**config.mk**
```make
export PLATFORM = sky130hd
export DESIGN_NAME = command_frame_deframer
export DESIGN_NICKNAME = d
export VERILOG_FILES = /design/src/rtl/core/cfd_pkg.sv /design/src/rtl/core/cfd_parser.sv /design/src/rtl/core/cfd_fifo.sv /design/src/rtl/core/cfd_emitter.sv /design/src/rtl/core/command_frame_deframer.sv
export SDC_FILE = /design/constraint.sdc
export NUM_CORES = 1
export LEC_CHECK = 0
export ABC_AREA = 0
export BUFFER_PORTS_ARGS = -buffer_cell sky130_fd_sc_hd__buf_4
export CORE_MARGIN = 2
export CORE_UTILIZATION = 65
export CTS_CLUSTER_SIZE = 12
export DETAILED_ROUTE_END_ITERATION = 16
export PLACE_DENSITY_LB_ADDON = 0.08
export SETUP_SLACK_MARGIN = 0.4
export SLEW_MARGIN = 20
export SYNTH_ARGS = -nofsm -noshare
export SYNTH_HDL_FRONTEND = slang
export SYNTH_SLANG_ARGS = --single-unit
```
**constraint.sdc**
```tcl
create_clock -name i_clk -period 7.5 [get_ports i_clk]
set_clock_uncertainty 0.1 [all_clocks]
set_input_delay 0.75 -clock i_clk [delete_from_list [all_inputs] [get_ports i_clk]]
set_output_delay 0.75 -clock i_clk [all_outputs]
set_load 0.02 [all_outputs]
```
**src/rtl/core/cfd_pkg.sv**
```systemverilog
`timescale 1ns / 1ps

package cfd_pkg;

    // Parser phases, one per field of the frame plus a drop phase.
    typedef enum logic [2:0] {
        PH_CMD     = 3'd0,
        PH_LEN_HI  = 3'd1,
        PH_LEN_LO  = 3'd2,
        PH_DATA    = 3'd3,
        PH_TRAILER = 3'd4,
        PH_CHECK   = 3'd5,
        PH_DROP    = 3'd6
    } t_phase;

    // Frame status codes.
    localparam logic [1:0] ST_OK       = 2'd0;
    localparam logic [1:0] ST_SHORT    = 2'd1;
    localparam logic [1:0] ST_LENGTH   = 2'd2;
    localparam logic [1:0] ST_CHECKSUM = 2'd3;

    // Result kinds.
    localparam logic KIND_DATA  = 1'b0;
    localparam logic KIND_FRAME = 1'b1;

    // Width of the length limit register and its value after reset.
    localparam int unsigned LIMIT_W     = 9;
    localparam logic [LIMIT_W-1:0] LIMIT_RESET = 9'd256;

    // Depth of the queue between parser and output stage.
    localparam int unsigned Q_DEPTH = 4;
    localparam int unsigned Q_PTR_W = 2;
    localparam int unsigned Q_CNT_W = 3;

    // One result transfer.
    typedef struct packed {
        logic        kind;
        logic [7:0]  payload_byte;
        logic [7:0]  command;
        logic [15:0] data_length;
        logic [7:0]  trailer_byte;
        logic [1:0]  status;
    } t_result;

    // Queue status seen by both sides.
    typedef struct packed {
        logic full;
        logic empty;
    } t_q_status;

endpackage

```
**src/rtl/core/cfd_parser.sv**
```systemverilog
`timescale 1ns / 1ps

module cfd_parser #(
    parameter int unsigned MAX_DATA_LEN = 256
) (
    input  logic                         i_clk,
    input  logic                         i_rst_n,
    input  logic                         i_cfg_we,
    input  logic [cfd_pkg::LIMIT_W-1:0]  i_cfg_wdata,
    input  logic                         i_accept,
    input  logic [7:0]                   i_byte,
    input  logic                         i_last,
    output logic                         o_push,
    output cfd_pkg::t_result             o_result
);
    import cfd_pkg::*;

    // Data length never exceeds the smaller of the register range and the hard bound.
    localparam int unsigned REG_MAX = (1 << LIMIT_W) - 1;
    localparam int unsigned LEN_CAP = (MAX_DATA_LEN < REG_MAX) ? MAX_DATA_LEN : REG_MAX;
    localparam int unsigned LEFT_W  = (LEN_CAP < 2) ? 1 : $clog2(LEN_CAP + 1);

    t_phase               r_phase, n_phase;
    logic [LIMIT_W-1:0]   r_limit;
    logic [7:0]           r_cmd, n_cmd;
    logic [15:0]          r_len, n_len;
    logic [LEFT_W-1:0]    r_left, n_left;
    logic [7:0]           r_xor, n_xor;
    logic [7:0]           r_trailer, n_trailer;

    logic [15:0]          w_len;
    logic                 w_over;

    // Length as seen on the low length byte, and the limit check on it.
    assign w_len  = {r_len[15:8], i_byte};
    assign w_over = (w_len > {{(16 - LIMIT_W){1'b0}}, r_limit}) ||
                    (w_len > 16'(MAX_DATA_LEN));

    // Next phase.
    always_comb begin
        n_phase = r_phase;
        if (i_accept) begin
            case (r_phase)
                PH_CMD:     n_phase = i_last ? PH_CMD : PH_LEN_HI;
                PH_LEN_HI:  n_phase = i_last ? PH_CMD : PH_LEN_LO;
                PH_LEN_LO: begin
                    if (i_last) begin
                        n_phase = PH_CMD;
                    end else if (w_over) begin
                        n_phase = PH_DROP;
                    end else if (w_len == 16'd0) begin
                        n_phase = PH_TRAILER;
                    end else begin
                        n_phase = PH_DATA;
                    end
                end
                PH_DATA: begin
                    if (i_last) begin
                        n_phase = PH_CMD;
                    end else if (r_left == LEFT_W'(1)) begin
                        n_phase = PH_TRAILER;
                    end else begin
                        n_phase = PH_DATA;
                    end
                end
                PH_TRAILER: n_phase = i_last ? PH_CMD : PH_CHECK;
                PH_CHECK:   n_phase = i_last ? PH_CMD : PH_DROP;
                default:    n_phase = i_last ? PH_CMD : PH_DROP;
            endcase
        end
    end

    // Held fields, checksum and the result pushed for this transfer.
    always_comb begin
        n_cmd     = r_cmd;
        n_len     = r_len;
        n_left    = r_left;
        n_xor     = r_xor;
        n_trailer = r_trailer;
        o_push    = 1'b0;
        o_result  = '0;
        if (i_accept) begin
            case (r_phase)
                PH_CMD: begin
                    n_cmd     = i_byte;
                    n_len     = '0;
                    n_trailer = '0;
                    n_left    = '0;
                    n_xor     = i_byte;
                    if (i_last) begin
                        o_push          = 1'b1;
                        o_result.kind   = KIND_FRAME;
                        o_result.status = ST_SHORT;
                    end
                end
                PH_LEN_HI: begin
                    n_len = {i_byte, 8'h00};
                    n_xor = r_xor ^ i_byte;
                    if (i_last) begin
                        o_push          = 1'b1;
                        o_result.kind   = KIND_FRAME;
                        o_result.status = ST_SHORT;
                    end
                end
                PH_LEN_LO: begin
                    n_len  = w_len;
                    n_xor  = r_xor ^ i_byte;
                    n_left = w_len[LEFT_W-1:0];
                    if (w_over) begin
                        o_push          = 1'b1;
                        o_result.kind   = KIND_FRAME;
                        o_result.status = ST_LENGTH;
                    end else if (i_last) begin
                        o_push          = 1'b1;
                        o_result.kind   = KIND_FRAME;
                        o_result.status = ST_SHORT;
                    end
                end
                PH_DATA: begin
                    n_xor  = r_xor ^ i_byte;
                    n_left = r_left - LEFT_W'(1);
                    o_push = 1'b1;
                    if (i_last) begin
                        o_result.kind   = KIND_FRAME;
                        o_result.status = ST_SHORT;
                    end else begin
                        o_result.kind         = KIND_DATA;
                        o_result.payload_byte = i_byte;
                    end
                end
                PH_TRAILER: begin
                    n_trailer = i_byte;
                    n_xor     = r_xor ^ i_byte;
                    if (i_last) begin
                        o_push          = 1'b1;
                        o_result.kind   = KIND_FRAME;
                        o_result.status = ST_SHORT;
                    end
                end
                PH_CHECK: begin
                    o_push                = 1'b1;
                    o_result.kind         = KIND_FRAME;
                    o_result.command      = r_cmd;
                    o_result.data_length  = r_len;
                    o_result.trailer_byte = r_trailer;
                    o_result.status       = (r_xor == i_byte) ? ST_OK : ST_CHECKSUM;
                end
                default: begin
                    o_push = 1'b0;
                end
            endcase
        end
    end

    // Control state and the limit register.
    always_ff @(posedge i_clk) begin
        if (!i_rst_n) begin
            r_phase <= PH_CMD;
            r_limit <= LIMIT_RESET;
        end else begin
            r_phase <= n_phase;
            if (i_cfg_we) begin
                r_limit <= i_cfg_wdata;
            end
        end
    end

    // Frame fields; each is written before it is read within a frame.
    always_ff @(posedge i_clk) begin
        r_cmd     <= n_cmd;
        r_len     <= n_len;
        r_left    <= n_left;
        r_xor     <= n_xor;
        r_trailer <= n_trailer;
    end

endmodule

```
**src/rtl/core/cfd_fifo.sv**
```systemverilog
`timescale 1ns / 1ps

module cfd_fifo (
    input  logic                 i_clk,
    input  logic                 i_rst_n,
    input  logic                 i_push,
    input  cfd_pkg::t_result     i_wdata,
    input  logic                 i_pop,
    output cfd_pkg::t_result     o_head,
    output cfd_pkg::t_q_status   o_status
);
    import cfd_pkg::*;

    t_result              r_mem [Q_DEPTH];
    logic [Q_PTR_W-1:0]   r_wptr;
    logic [Q_PTR_W-1:0]   r_rptr;
    logic [Q_CNT_W-1:0]   r_count;

    assign o_head         = r_mem[r_rptr];
    assign o_status.full  = (r_count == Q_CNT_W'(Q_DEPTH));
    assign o_status.empty = (r_count == '0);

    // Entry storage.
    always_ff @(posedge i_clk) begin
        if (i_push) begin
            r_mem[r_wptr] <= i_wdata;
        end
    end

    // Pointers and fill count.
    always_ff @(posedge i_clk) begin
        if (!i_rst_n) begin
            r_wptr  <= '0;
            r_rptr  <= '0;
            r_count <= '0;
        end else begin
            if (i_push) begin
                r_wptr <= r_wptr + Q_PTR_W'(1);
            end
            if (i_pop) begin
                r_rptr <= r_rptr + Q_PTR_W'(1);
            end
            if (i_push && !i_pop) begin
                r_count <= r_count + Q_CNT_W'(1);
            end else if (!i_push && i_pop) begin
                r_count <= r_count - Q_CNT_W'(1);
            end
        end
    end

endmodule

```
**src/rtl/core/cfd_emitter.sv**
```systemverilog
`timescale 1ns / 1ps

module cfd_emitter (
    input  logic                 i_clk,
    input  logic                 i_rst_n,
    input  cfd_pkg::t_result     i_head,
    input  cfd_pkg::t_q_status   i_status,
    output logic                 o_pop,
    input  logic                 i_ready,
    output logic                 o_valid,
    output logic [47:0]          o_data,
    output logic                 o_user
);
    import cfd_pkg::*;

    logic    r_valid;
    t_result r_res;

    // Load the output register when it is empty or being taken.
    assign o_pop = !i_status.empty && (!r_valid || i_ready);

    always_ff @(posedge i_clk) begin
        if (!i_rst_n) begin
            r_valid <= 1'b0;
        end else if (o_pop) begin
            r_valid <= 1'b1;
        end else if (i_ready) begin
            r_valid <= 1'b0;
        end
    end

    always_ff @(posedge i_clk) begin
        if (o_pop) begin
            r_res <= i_head;
        end
    end

    // Pack the result fields onto the bus.
    assign o_valid = r_valid;
    assign o_user  = r_res.kind;
    assign o_data  = {6'd0, r_res.status, r_res.trailer_byte, r_res.data_length,
                      r_res.command, r_res.payload_byte};

endmodule

```
**src/rtl/core/command_frame_deframer.sv**
```systemverilog
`timescale 1ns / 1ps

// Command frame deframer.
// Input stream: one byte of a received buffer per transfer on s_axis, with
// s_axis_tlast on the buffer's last byte. A frame is a command byte, a
// big-endian 16-bit length, that many data bytes, a trailer byte and an XOR
// checksum byte. Output stream: m_axis_tuser 0 carries a data byte as it
// arrives; m_axis_tuser 1 closes a frame with command, length, trailer and a
// status (ok, buffer too short, length over limit, checksum error).
// The user must write the length limit through i_cfg_we / i_cfg_wdata only
// while idle; the block does not enforce this. Throughput is one byte per
// cycle: the parser takes a byte every cycle as long as the four-entry
// result queue has room. Results reach m_axis via queue and output register.
// When the receiver stalls, results wait in the queue and the output register;
// s_axis_tready drops only once the queue is full.
// Reset clears the parser to expect a command byte, empties the queue, drops
// m_axis_tvalid and sets the length limit to 256.
module command_frame_deframer #(
    parameter int unsigned MAX_DATA_LEN = 256
) (
    input  logic                         i_clk,
    input  logic                         i_rst_n,
    input  logic                         i_cfg_we,
    input  logic [cfd_pkg::LIMIT_W-1:0]  i_cfg_wdata,
    input  logic                         s_axis_tvalid,
    output logic                         s_axis_tready,
    input  logic [7:0]                   s_axis_tdata,  // [7:0] rx_byte
    input  logic                         s_axis_tlast,  // buffer_end
    output logic                         m_axis_tvalid,
    input  logic                         m_axis_tready,
    // [7:0] payload_byte, [15:8] command, [31:16] data_length,
    // [39:32] trailer_byte, [41:40] status, [47:42] zero
    output logic [47:0]                  m_axis_tdata,
    output logic                         m_axis_tuser   // kind
);
    import cfd_pkg::*;

    logic      w_accept;
    logic      w_push;
    logic      w_pop;
    t_result   w_result;
    t_result   w_head;
    t_q_status w_q_status;

    assign s_axis_tready = !w_q_status.full;
    assign w_accept      = s_axis_tvalid && s_axis_tready;

    // Front: frame parser.
    cfd_parser #(
        .MAX_DATA_LEN (MAX_DATA_LEN)
    ) u_parser (
        .i_clk       (i_clk),
        .i_rst_n     (i_rst_n),
        .i_cfg_we    (i_cfg_we),
        .i_cfg_wdata (i_cfg_wdata),
        .i_accept    (w_accept),
        .i_byte      (s_axis_tdata),
        .i_last      (s_axis_tlast),
        .o_push      (w_push),
        .o_result    (w_result)
    );

    // Result queue between front and back.
    cfd_fifo u_fifo (
        .i_clk    (i_clk),
        .i_rst_n  (i_rst_n),
        .i_push   (w_push),
        .i_wdata  (w_result),
        .i_pop    (w_pop),
        .o_head   (w_head),
        .o_status (w_q_status)
    );

    // Back: output register.
    cfd_emitter u_emitter (
        .i_clk    (i_clk),
        .i_rst_n  (i_rst_n),
        .i_head   (w_head),
        .i_status (w_q_status),
        .o_pop    (w_pop),
        .i_ready  (m_axis_tready),
        .o_valid  (m_axis_tvalid),
        .o_data   (m_axis_tdata),
        .o_user   (m_axis_tuser)
    );

`ifndef SYNTHESIS
    // A data byte result carries nothing but the byte.
    a_data_only: assert property (@(posedge i_clk) disable iff (!i_rst_n)
        (m_axis_tvalid && (m_axis_tuser == KIND_DATA)) |-> (m_axis_tdata[47:8] == 40'd0))
        else $error("data byte result carries frame fields");

    // A frame that passed the length check never reports a length over the bound.
    a_len_bound: assert property (@(posedge i_clk) disable iff (!i_rst_n)
        (m_axis_tvalid && (m_axis_tuser == KIND_FRAME) &&
         ((m_axis_tdata[41:40] == ST_OK) || (m_axis_tdata[41:40] == ST_CHECKSUM)))
        |-> (m_axis_tdata[31:16] <= 16'(MAX_DATA_LEN)))
        else $error("reported length exceeds bound");

    // Short and length errors report zeroed frame fields.
    a_err_zero: assert property (@(posedge i_clk) disable iff (!i_rst_n)
        (m_axis_tvalid && (m_axis_tuser == KIND_FRAME) &&
         ((m_axis_tdata[41:40] == ST_SHORT) || (m_axis_tdata[41:40] == ST_LENGTH)))
        |-> (m_axis_tdata[39:0] == 40'd0))
        else $error("error result carries frame fields");
`endif

endmodule

```
==> results of run 1 <==
-- routing by layer --
metal,track usage,routed length (um),up-vias
met4,0.08449,664,0
met2,0.4021,10820,235
li1,-,-,2600
met1,0.3374,8804,2950
met3,0.03180,1059,46
met5,0,0,-
-- path summary, 6_finish.rpt --
path / end / slack [ns]
worst max-delay path: u_fifo.r_count[2] / 4.23
worst min-delay path: u_parser.r_limit[8] / 0.34
worst min register to register: u_parser.r_limit[8] / 0.41
worst max register to register: u_fifo.r_count[2] / 4.23
-- worst min-delay path: stages --
cell and delay (ns):
buf_4 0.08, nand2_1 0.04, o211ai_1 0.06
-- cells in the mapped netlist (all sizes together), types with 2 or more instances --
library cell,instances
nand3,2
nor2b,10
o31ai,2
mux2i,11
edfxtp,264
or4,2
a21boi,4
inv,21
buf,12
xnor2,23
a21oi,9
nor3,7
dfxtp,20
ha,16
and3,40
mux4,43
o21bai,7
a211oi,2
clkbuf,22
and2,32
o22ai,2
o211ai,3
o21ai,6
nor4,6
nand2,31
or3,2
nor2,10
nand4,5
a31oi,3
xor2,4
-- stage by stage --
step,total power [mW],std cells
2_1_floorplan,2.831,640
3_3_place_gp,3.169,907
3_5_place_dp,3.204,907
4_1_cts,4.469,959
5_1_grt,4.615,959
6_report,4.437,959
-- power groups by stage --
stage,Sequential (mW),Combinational (mW),Clock [mW]
2_1_floorplan,2.33,0.501,0
3_3_place_gp,2.18,0.989,0
3_5_place_dp,2.19,1.01,0
4_1_cts,2.17,1.02,1.29
5_1_grt,2.19,1.08,1.35
6_report,2.17,1.00,1.27
-- area by class of cell --
type / count / area share
clock buffers: 50 / 0.06414
inverters: 21 / 0.006132
multi-input cells: 301 / 0.2144
repair buffers: 76 / 0.04438
clock inverters: 2 / 0.0009733
flip-flops and latches: 284 / 0.6480
well taps: 225 / 0.02190
-- flip-flops by register name, summed over array words and instances (netlist names) --
name	flops
u_fifo.r_rptr	2
u_parser.r_limit	9
u_parser.r_phase	3
u_emitter.o_valid	1
u_emitter.o_user	1
u_fifo.r_mem	172
u_parser.r_left	9
u_parser.r_trailer	8
u_parser.r_len	16
u_parser.r_xor	8
u_fifo.r_count	3
u_fifo.r_wptr	2
u_emitter.o_data	42
u_parser.r_cmd	8
-- logic make-up (layout without fill, tap and decap cells) --
group | after synthesis | count (layout)
flops | 284 | 284
simple gates | 153 | 153
buf+inv | 55 | 149
mux | 54 | 54
compound gates | 44 | 44
xor+xnor | 27 | 27
fa+ha+maj | 17 | 17
other cells | 1 | 6
==> flow_metrics.tcl, run 1 <==
set metrics [dict create \
    status "finished, final reports clean" \
    place.port_buffers 67 \
    setup_ws_ns 4.227 \
    start_kind "register" \
    worstMarginPinSlew_ns 1.072 \
    area_growth_pct 13.99 \
    slew_viol_final 0 \
    viasPerCell 6.080 \
    grt_start_max_net_pins 47 \
    grt-ovfl-total 0 \
    seq_area_frac_synth 0.7385 \
    cts_hold_buf 0 \
    sequentialPowerShare 0.488 \
    netlist_instances 635 \
    synthSimpleGateAreaFrac 0.07656 \
    path_clk_slew_ns 0.06 \
    synth_area_leaders "edfxtp_1 (70%), mux4_2 (8.6%), dfxtp_1 (3.6%)" \
    yosys.area_share.adder 0.01953 \
    slew_headroom 0.2845 \
    root_buffer "clkbuf_16" \
    most-common-layout-cells "edfxtp_1 (264), buf_4 (76), mux4_2 (43)" \
    antenna_cells 0 \
    arrival_ns 3.61 \
    r2r_start "u_parser.r_limit[1]" \
    path_cells "inv_1 -> ha_1 -> nor2b_1 -> o211ai_1 -> a21oi_1 -> o22ai_2 -> a31oi_2 -> ha_1 -> inv_1 -> fa_1 -> xor2_1 -> or3_1 -> a21boi_0" \
    rows 48 \
    ios 74 \
    ant_nets 0 \
    grt_pass1_vias 5995 \
    post-route-min-period_ns 3.273 \
    p_per_area_nw_per_um2 345.1 \
    die-width_um 135.7 \
    fmax_mhz 305.5 \
    nets 752 \
    syn_area_per_cell_um2 17.76 \
    fillers 1002 \
    path_buf_inv 2 \
    cp-end-kind "register" \
    hp-start "i_cfg_wdata[8]" \
    switching_power_mw 1.216 \
    coreArea_um2 17120 \
    die-height_um 135.7 \
    drc 0 \
    pre_cts_ws_ns 3.811 \
    hold_slack_ns 0.3395 \
    final_core_utilization 0.7510 \
    ir_drop_mv 0.4330 \
    crit_fanout 7 \
    muxShareOfSynthArea 0.09564 \
    netlist_area_um2 11280 \
    max_cap_violations 0 \
    finalSetupTns_ns 0 \
    min_path_type "input port to register" \
    worstSetupStartpoint "u_parser.r_limit[1]" \
    max_stage_delay_ns 0.39 \
    drive_gt1_frac 0.2316 \
    p_leak_nw 4.609 \
    ys_ff_latch 284 \
    ys_warn_count 0 \
    clk-insertion-delay-late_ns 0.52 \
    crit_required_ns 7.84 \
    rsz0062_at_grt "no" \
    dieArea_um2 18420 \
    period_share 0.4364 \
    final_area_um2 12850 \
    switching_share 0.2740 \
    ff_latch_area_um2 8330 \
    synth_cell_type_count 51 \
    antenna_found_initial 0 \
    num_vias 5831 \
    synth_enable_flop_cells 264 \
    critical-path-top-delay-family "compound AO/OA/AOI/OAI gates" \
    hpwl_mm 12.84 \
    synth_top_family_by_area "multiplexers" \
    routedWlPerCell_um 22.26 \
    placed_area_um2 12010 \
    cts_buffers 28 \
    crit_cells 13 \
    synth_flop_cell "edfxtp_1" \
    synth_top_area_share 0.7030 \
    cpMaxStageDelayCell "a31oi_2" \
    initial_core_util 0.6588 \
    synth_xor_area_frac 0.02097 \
    power_frac_comb 0.226 \
    routed_wirelength_mm 21.35 \
    power.internal_mw 3.221 \
    synthArstFlopShare 0 \
    cts_tree "built" \
    rr_worst_depth 13 \
    hold_depth 3 \
    grt_first_pass_wirelength_mm 33.24 \
    grt_util_all_layers 0.2420 \
    finalHoldViolCount 0 \
    globalplace.congestion 0.8915 \
    synth_top_area_cell "edfxtp_1" \
    criticalPathCategory "register to register" \
    final_common_cell "edfxtp_1" \
    dr.pass1.iters 5 \
    clkPwrFrac 0.286 \
    drt-initial-drc-count 494 \
    ctsResizeCount 0 \
    clock_path_buffers 3 \
    clock_sinks 284 \
    setup_violations 0 \
    synth_compound_area_frac 0.02763 \
    cts_setup_buffers 0 \
    h-tree-depth 1 \
    multi_input_area_um2 2756 \
]
Power figures use the tool's default switching activity.
==> run 2: changes to the inputs <==
CORE_UTILIZATION = 54   (was 65)
clock period = 3 ns   (was 7.5 ns; I/O delays follow)
==> flow_metrics.tcl, run 2 (same netlist as run 1, synthesis figures left out) <==
set metrics [dict create \
    finalSetupTns_ns 0 \
    setup_ws_ns 0.2944 \
    ios 74 \
    antenna_found_initial 0 \
    grt_start_max_net_pins 46 \
    pre_cts_ws_ns 0.07541 \
    path_clk_slew_ns 0.06 \
    globalplace.congestion 0.8415 \
    period_share 0.9019 \
    clock_path_buffers 3 \
    fillers 1336 \
    criticalPathCategory "register to register" \
    arrival_ns 2.89 \
    cp-end-kind "register" \
    drive_gt1_frac 0.2946 \
    ir_drop_mv 0.4403 \
    power_frac_comb 0.238 \
    routedWlPerCell_um 23.65 \
    largest_reg_flops 172 \
    drt-initial-drc-count 503 \
    worstMarginPinSlew_ns 0.8228 \
    die-height_um 148.5 \
    worstSetupStartpoint "u_parser.r_limit[6]" \
    slew_viol_final 0 \
    antenna_cells 0 \
    drc 0 \
    instances_no_fill 1061 \
    ff_latch_area_um2 8334 \
    power_mw 11.70 \
    num_vias 6133 \
    routed_wirelength_mm 25.09 \
    p_per_area_nw_per_um2 837.0 \
    post-route-min-period_ns 2.706 \
    grt_pass1_vias 6221 \
    dieArea_um2 22060 \
    r2r_start "u_parser.r_limit[6]" \
    coreArea_um2 20360 \
    grt_first_pass_wirelength_mm 35.02 \
    status "finished, final reports clean" \
    clock_sinks 284 \
    finalHoldViolCount 0 \
    most-common-layout-cells "edfxtp_1 (264), buf_4 (87), mux4_2 (43), clkbuf_16 (43), and3_1 (39)" \
    crit_required_ns 3.19 \
    power.internal_mw 8.505 \
    placed_area_um2 12300 \
    switching_power_mw 3.198 \
    max_cap_violations 0 \
    final_common_cell "edfxtp_1" \
    area_growth_pct 23.99 \
    cts_tree "built" \
    clkPwrFrac 0.296 \
    ant_nets 0 \
    initial_core_util 0.5538 \
    nets 809 \
    viasPerCell 5.780 \
    root_buffer "clkbuf_16" \
    multi_input_area_um2 2879 \
    switching_share 0.2733 \
    final_area_um2 13980 \
    start_kind "register" \
    fmax_mhz 369.6 \
    slew_headroom 0.4503 \
    place.port_buffers 67 \
    placed_cells 967 \
    rsz0062_at_grt "yes" \
    sequentialPowerShare 0.466 \
    clk-insertion-delay-late_ns 0.53 \
    h-tree-depth 1 \
    final_core_utilization 0.6866 \
    timing.rr.end "u_fifo.r_mem[0][6]" \
    p_leak_nw 5.062 \
    hp-start "i_rst_n" \
    cts_buffers 29 \
    rows 52 \
    min_path_type "input port to register" \
    grt_util_all_layers 0.2089 \
    die-width_um 148.5 \
    hold_slack_ns 0.02541 \
    setup_violations 0 \
    grt-ovfl-total 0 \
    critical_path.endpoint "u_fifo.r_mem[0][6]" \
    rr_worst_depth 11 \
    dr.pass1.iters 5 \
    hpwl_mm 13.76 \
    largest-register "u_fifo.r_mem" \
    r2r_slack_ns 0.29 \
    crit_fanout 8 \
]
## run 2: cell count changes in the layout (fill, tap and decap cells not counted), sizes merged
cell | previous run | this run
dlygate4sd3 | 0 | 15
bufinv | 0 | 2
buf | 76 | 103
clkinv | 1 | 2
clkinvlp | 1 | 0
clkbuf | 50 | 63
## run 2: critical path, cell delays in order, from the launching register on
cell	delay (ns)
dfxtp_2	0.33
inv_2	0.04
ha_4	0.23
a21oi_4	0.13
o21ai_2	0.07
or4_4	0.49
o22ai_4	0.20
a31oi_4	0.13
buf_4	0.15
buf_4	0.15
and2_4	0.22
clkbuf_16	0.20
## run 2: worst min-delay path by stage
| stage | end | cells past startpoint |
|---|---|---|
| after global placement | u_fifo.r_wptr[0] | 2 |
| final | u_parser.r_phase[0] | 3 |
| after CTS | u_parser.r_phase[0] | 3 |
| after global routing | u_parser.r_xor[0] | 2 |
| after detailed placement | u_fifo.r_wptr[1] | 2 |
| after floorplan | u_parser.r_cmd[0] | 0 |
## run 2: cell type report
class | instances | area share
repair buffers | 132 | 0.1025
clock buffers | 49 | 0.06085
inverters | 21 | 0.005638
well taps | 270 | 0.02416
multi-input cells | 301 | 0.2059
flip-flops and latches | 284 | 0.5961
clock inverters | 4 | 0.004922
## run 2: timing repair
item | in CTS | in global routing
pin swaps | 12 | 12
gates cloned | 0 | 22
hold endpoints to repair | 14 | 0
endpoints found under the setup margin | 174 | 174
hold buffers | 15 | 0
resized for setup | 14 | 19
setup buffers | 3 | 1
## run 2: metal layers
| layer | GRT usage | routed length (um) | part of all wire | vias up |
|---|---|---|---|---|
| met5 | 0 | 0 | 0 | - |
| met4 | 0.05476 | 453 | 0.018 | 0 |
| met3 | 0.03160 | 1517 | 0.060 | 33 |
| met2 | 0.3491 | 12780 | 0.51 | 227 |
| met1 | 0.2929 | 10340 | 0.41 | 3142 |
| li1 | - | - | - | 2731 |
## run 2: power groups by stage
stage / logic (mW) / clock network [mW] / registers (mW)
4_1_cts: 2.65 / 3.52 / 5.46
2_1_floorplan: 1.29 / 0 / 5.81
3_5_place_dp: 2.61 / 0 / 5.53
5_1_grt: 2.97 / 3.68 / 5.52
6_report: 2.78 / 3.46 / 5.46
3_3_place_gp: 2.57 / 0 / 5.50
==> run 3: changes to the inputs <==
HOLD_SLACK_MARGIN = 0.06   (was unset)
==> flow_metrics.tcl, run 3 (same netlist as run 1, synthesis figures left out) <==
set metrics [dict create \
    status "finished, final reports clean" \
    grt_pass1_vias 6322 \
    num_vias 6191 \
    coreArea_um2 20360 \
    cts_buffers 29 \
    final_common_cell "edfxtp_1" \
    antenna_found_initial 0 \
    grt.busiest_layer "met2" \
    max_cap_violations 0 \
    r2r_slack_ns 0.31 \
    grt-ovfl-total 0 \
    setup_violations 0 \
    finalSetupTns_ns 0 \
    path_clk_slew_ns 0.06 \
    criticalPathCategory "register to register" \
    p_per_area_nw_per_um2 829.9 \
    worstMarginPinSlew_ns 0.7871 \
    p_leak_nw 5.137 \
    grt_util_all_layers 0.2113 \
    nets 824 \
    drive_gt1_frac 0.2891 \
    drc 0 \
    timing.rr.end "u_fifo.r_count[2]" \
    placed_cells 967 \
    rr_worst_depth 13 \
    arrival_ns 3.05 \
    hpwl_mm 13.76 \
    root_buffer "clkbuf_16" \
    cts_tree "built" \
    ir_drop_mv 0.4517 \
    dieArea_um2 22060 \
    largest-register "u_fifo.r_mem" \
    antenna_cells 0 \
    most-common-layout-cells "edfxtp_1 (264), buf_4 (87), mux4_2 (43), clkbuf_16 (43), and3_1 (39)" \
    crit_fanout 4 \
    slew_viol_final 0 \
    met3_usage 0.03221 \
    area_growth_pct 25.25 \
    cp-end-kind "register" \
    drt-initial-drc-count 504 \
    initial_core_util 0.5538 \
    rows 52 \
    r2r_start "u_parser.r_limit[1]" \
    die-width_um 148.5 \
    clock_sinks 284 \
    largest_reg_flops 172 \
    ios 74 \
    h-tree-depth 1 \
    grt_first_pass_wirelength_mm 35.40 \
    grt_start_max_net_pins 46 \
    ant_nets 0 \
    fmax_mhz 371.2 \
    clock_path_buffers 3 \
    viasPerCell 5.754 \
    critical_path.endpoint "u_fifo.r_count[2]" \
    crit_required_ns 3.36 \
    routed_wirelength_mm 25.31 \
    start_kind "register" \
    slew_headroom 0.4741 \
    post-route-min-period_ns 2.694 \
    use_met2 0.3502 \
    globalplace.congestion 0.8415 \
    period_share 0.8980 \
    place.port_buffers 67 \
    routedWlPerCell_um 23.52 \
    worstSetupStartpoint "u_parser.r_limit[1]" \
    die-height_um 148.5 \
    dr.pass1.iters 5 \
    grt_util_met1 0.2939 \
    rsz0062_at_grt "yes" \
    instances_no_fill 1076 \
    clk-insertion-delay-late_ns 0.53 \
    min_path_type "input port to register" \
    finalHoldViolCount 0 \
]
==> run 3: report_power, final <==
| group | switching, mW | leakage [nW] | internal [mW] |
|---|---|---|---|
| sequential | 0.307 | 2.70 | 5.15 |
| clock | 1.38 | 0.445 | 2.08 |
| combinational | 1.51 | 1.99 | 1.29 |
| total | 3.20 | 5.14 | 8.52 |
==> run 3: worst max-delay path, stage by stage (launching register included) <==
cell and delay, ns:
dfxtp_2 0.33, inv_2 0.04, ha_4 0.26, nor2b_4 0.14, o211ai_1 0.12, a21oi_2 0.20
o22ai_4 0.12, a31oi_4 0.18, ha_4 0.17, inv_2 0.03, fa_2 0.32, xor2_1 0.16
or3_1 0.31, a21boi_1 0.13
==> run 3: stage by stage <==
stage / worst slack [ns] / power (mW) / hold WS, ns / util / cell area [um^2]
6_report: 0.3061 / 11.72 / 0.08904 / 0.6936 / 14120
5_1_grt: 0.1790 / 12.20 / 0.08974 / 0.6936 / 14120
4_1_cts: 0.2535 / 11.64 / 0.07569 / 0.6680 / 13600
3_5_place_dp: 0.07541 / 8.140 / 0.3948 / 0.6040 / 12300
3_3_place_gp: 0.1553 / 8.073 / 0.3811 / 0.6040 / 12300
2_1_floorplan: 0.3071 / 7.095 / 0.2989 / - / 11360
==> run 3: what timing repair did <==
action	in CTS	in global routing
endpoints found under the hold margin	28	0
setup buffers	3	1
resized for setup	14	18
cloned	0	22
hold buffers	30	0
endpoints found under the setup margin	174	174
pin swaps	12	8
==> run 3: per-layer routing <==
| layer | routed length (um) | vias to the layer above |
|---|---|---|
| met3 | 1471 | 49 |
| met2 | 12750 | 235 |
| met5 | 0 | - |
| met4 | 731 | 0 |
| met1 | 10360 | 3148 |
| li1 | - | 2759 |
==> run 3: worst min-delay path by stage <==
| stage | slack, ns | end | from | cells after the start |
|---|---|---|---|---|
| 2_1_floorplan | 0.30 | u_parser.r_cmd[0] | s_axis_tdata[0] | 0 |
| 3_3_place_gp | 0.38 | u_fifo.r_wptr[0] | u_fifo.r_wptr[0] | 2 |
| 3_5_place_dp | 0.39 | u_fifo.r_wptr[1] | u_fifo.r_wptr[1] | 2 |
| 4_1_cts | 0.08 | u_parser.r_trailer[0] | s_axis_tdata[0] | 2 |
| 5_1_grt | 0.09 | u_parser.r_trailer[0] | s_axis_tdata[0] | 2 |
| 6_report | 0.09 | u_parser.r_trailer[0] | s_axis_tdata[0] | 2 |
==> run 3: area by class of cell <==
cell class                      instances  area, um^2
Fill cell                            1321        6240
Clock buffer                           49       850.8
Tap cell                              270       337.8
Multi-Input combinational cell        301        2872
Sequential cell                       284        8334
Inverter                               21       78.83
Timing Repair Buffer                  147        1583
Clock inverter                          4       68.82
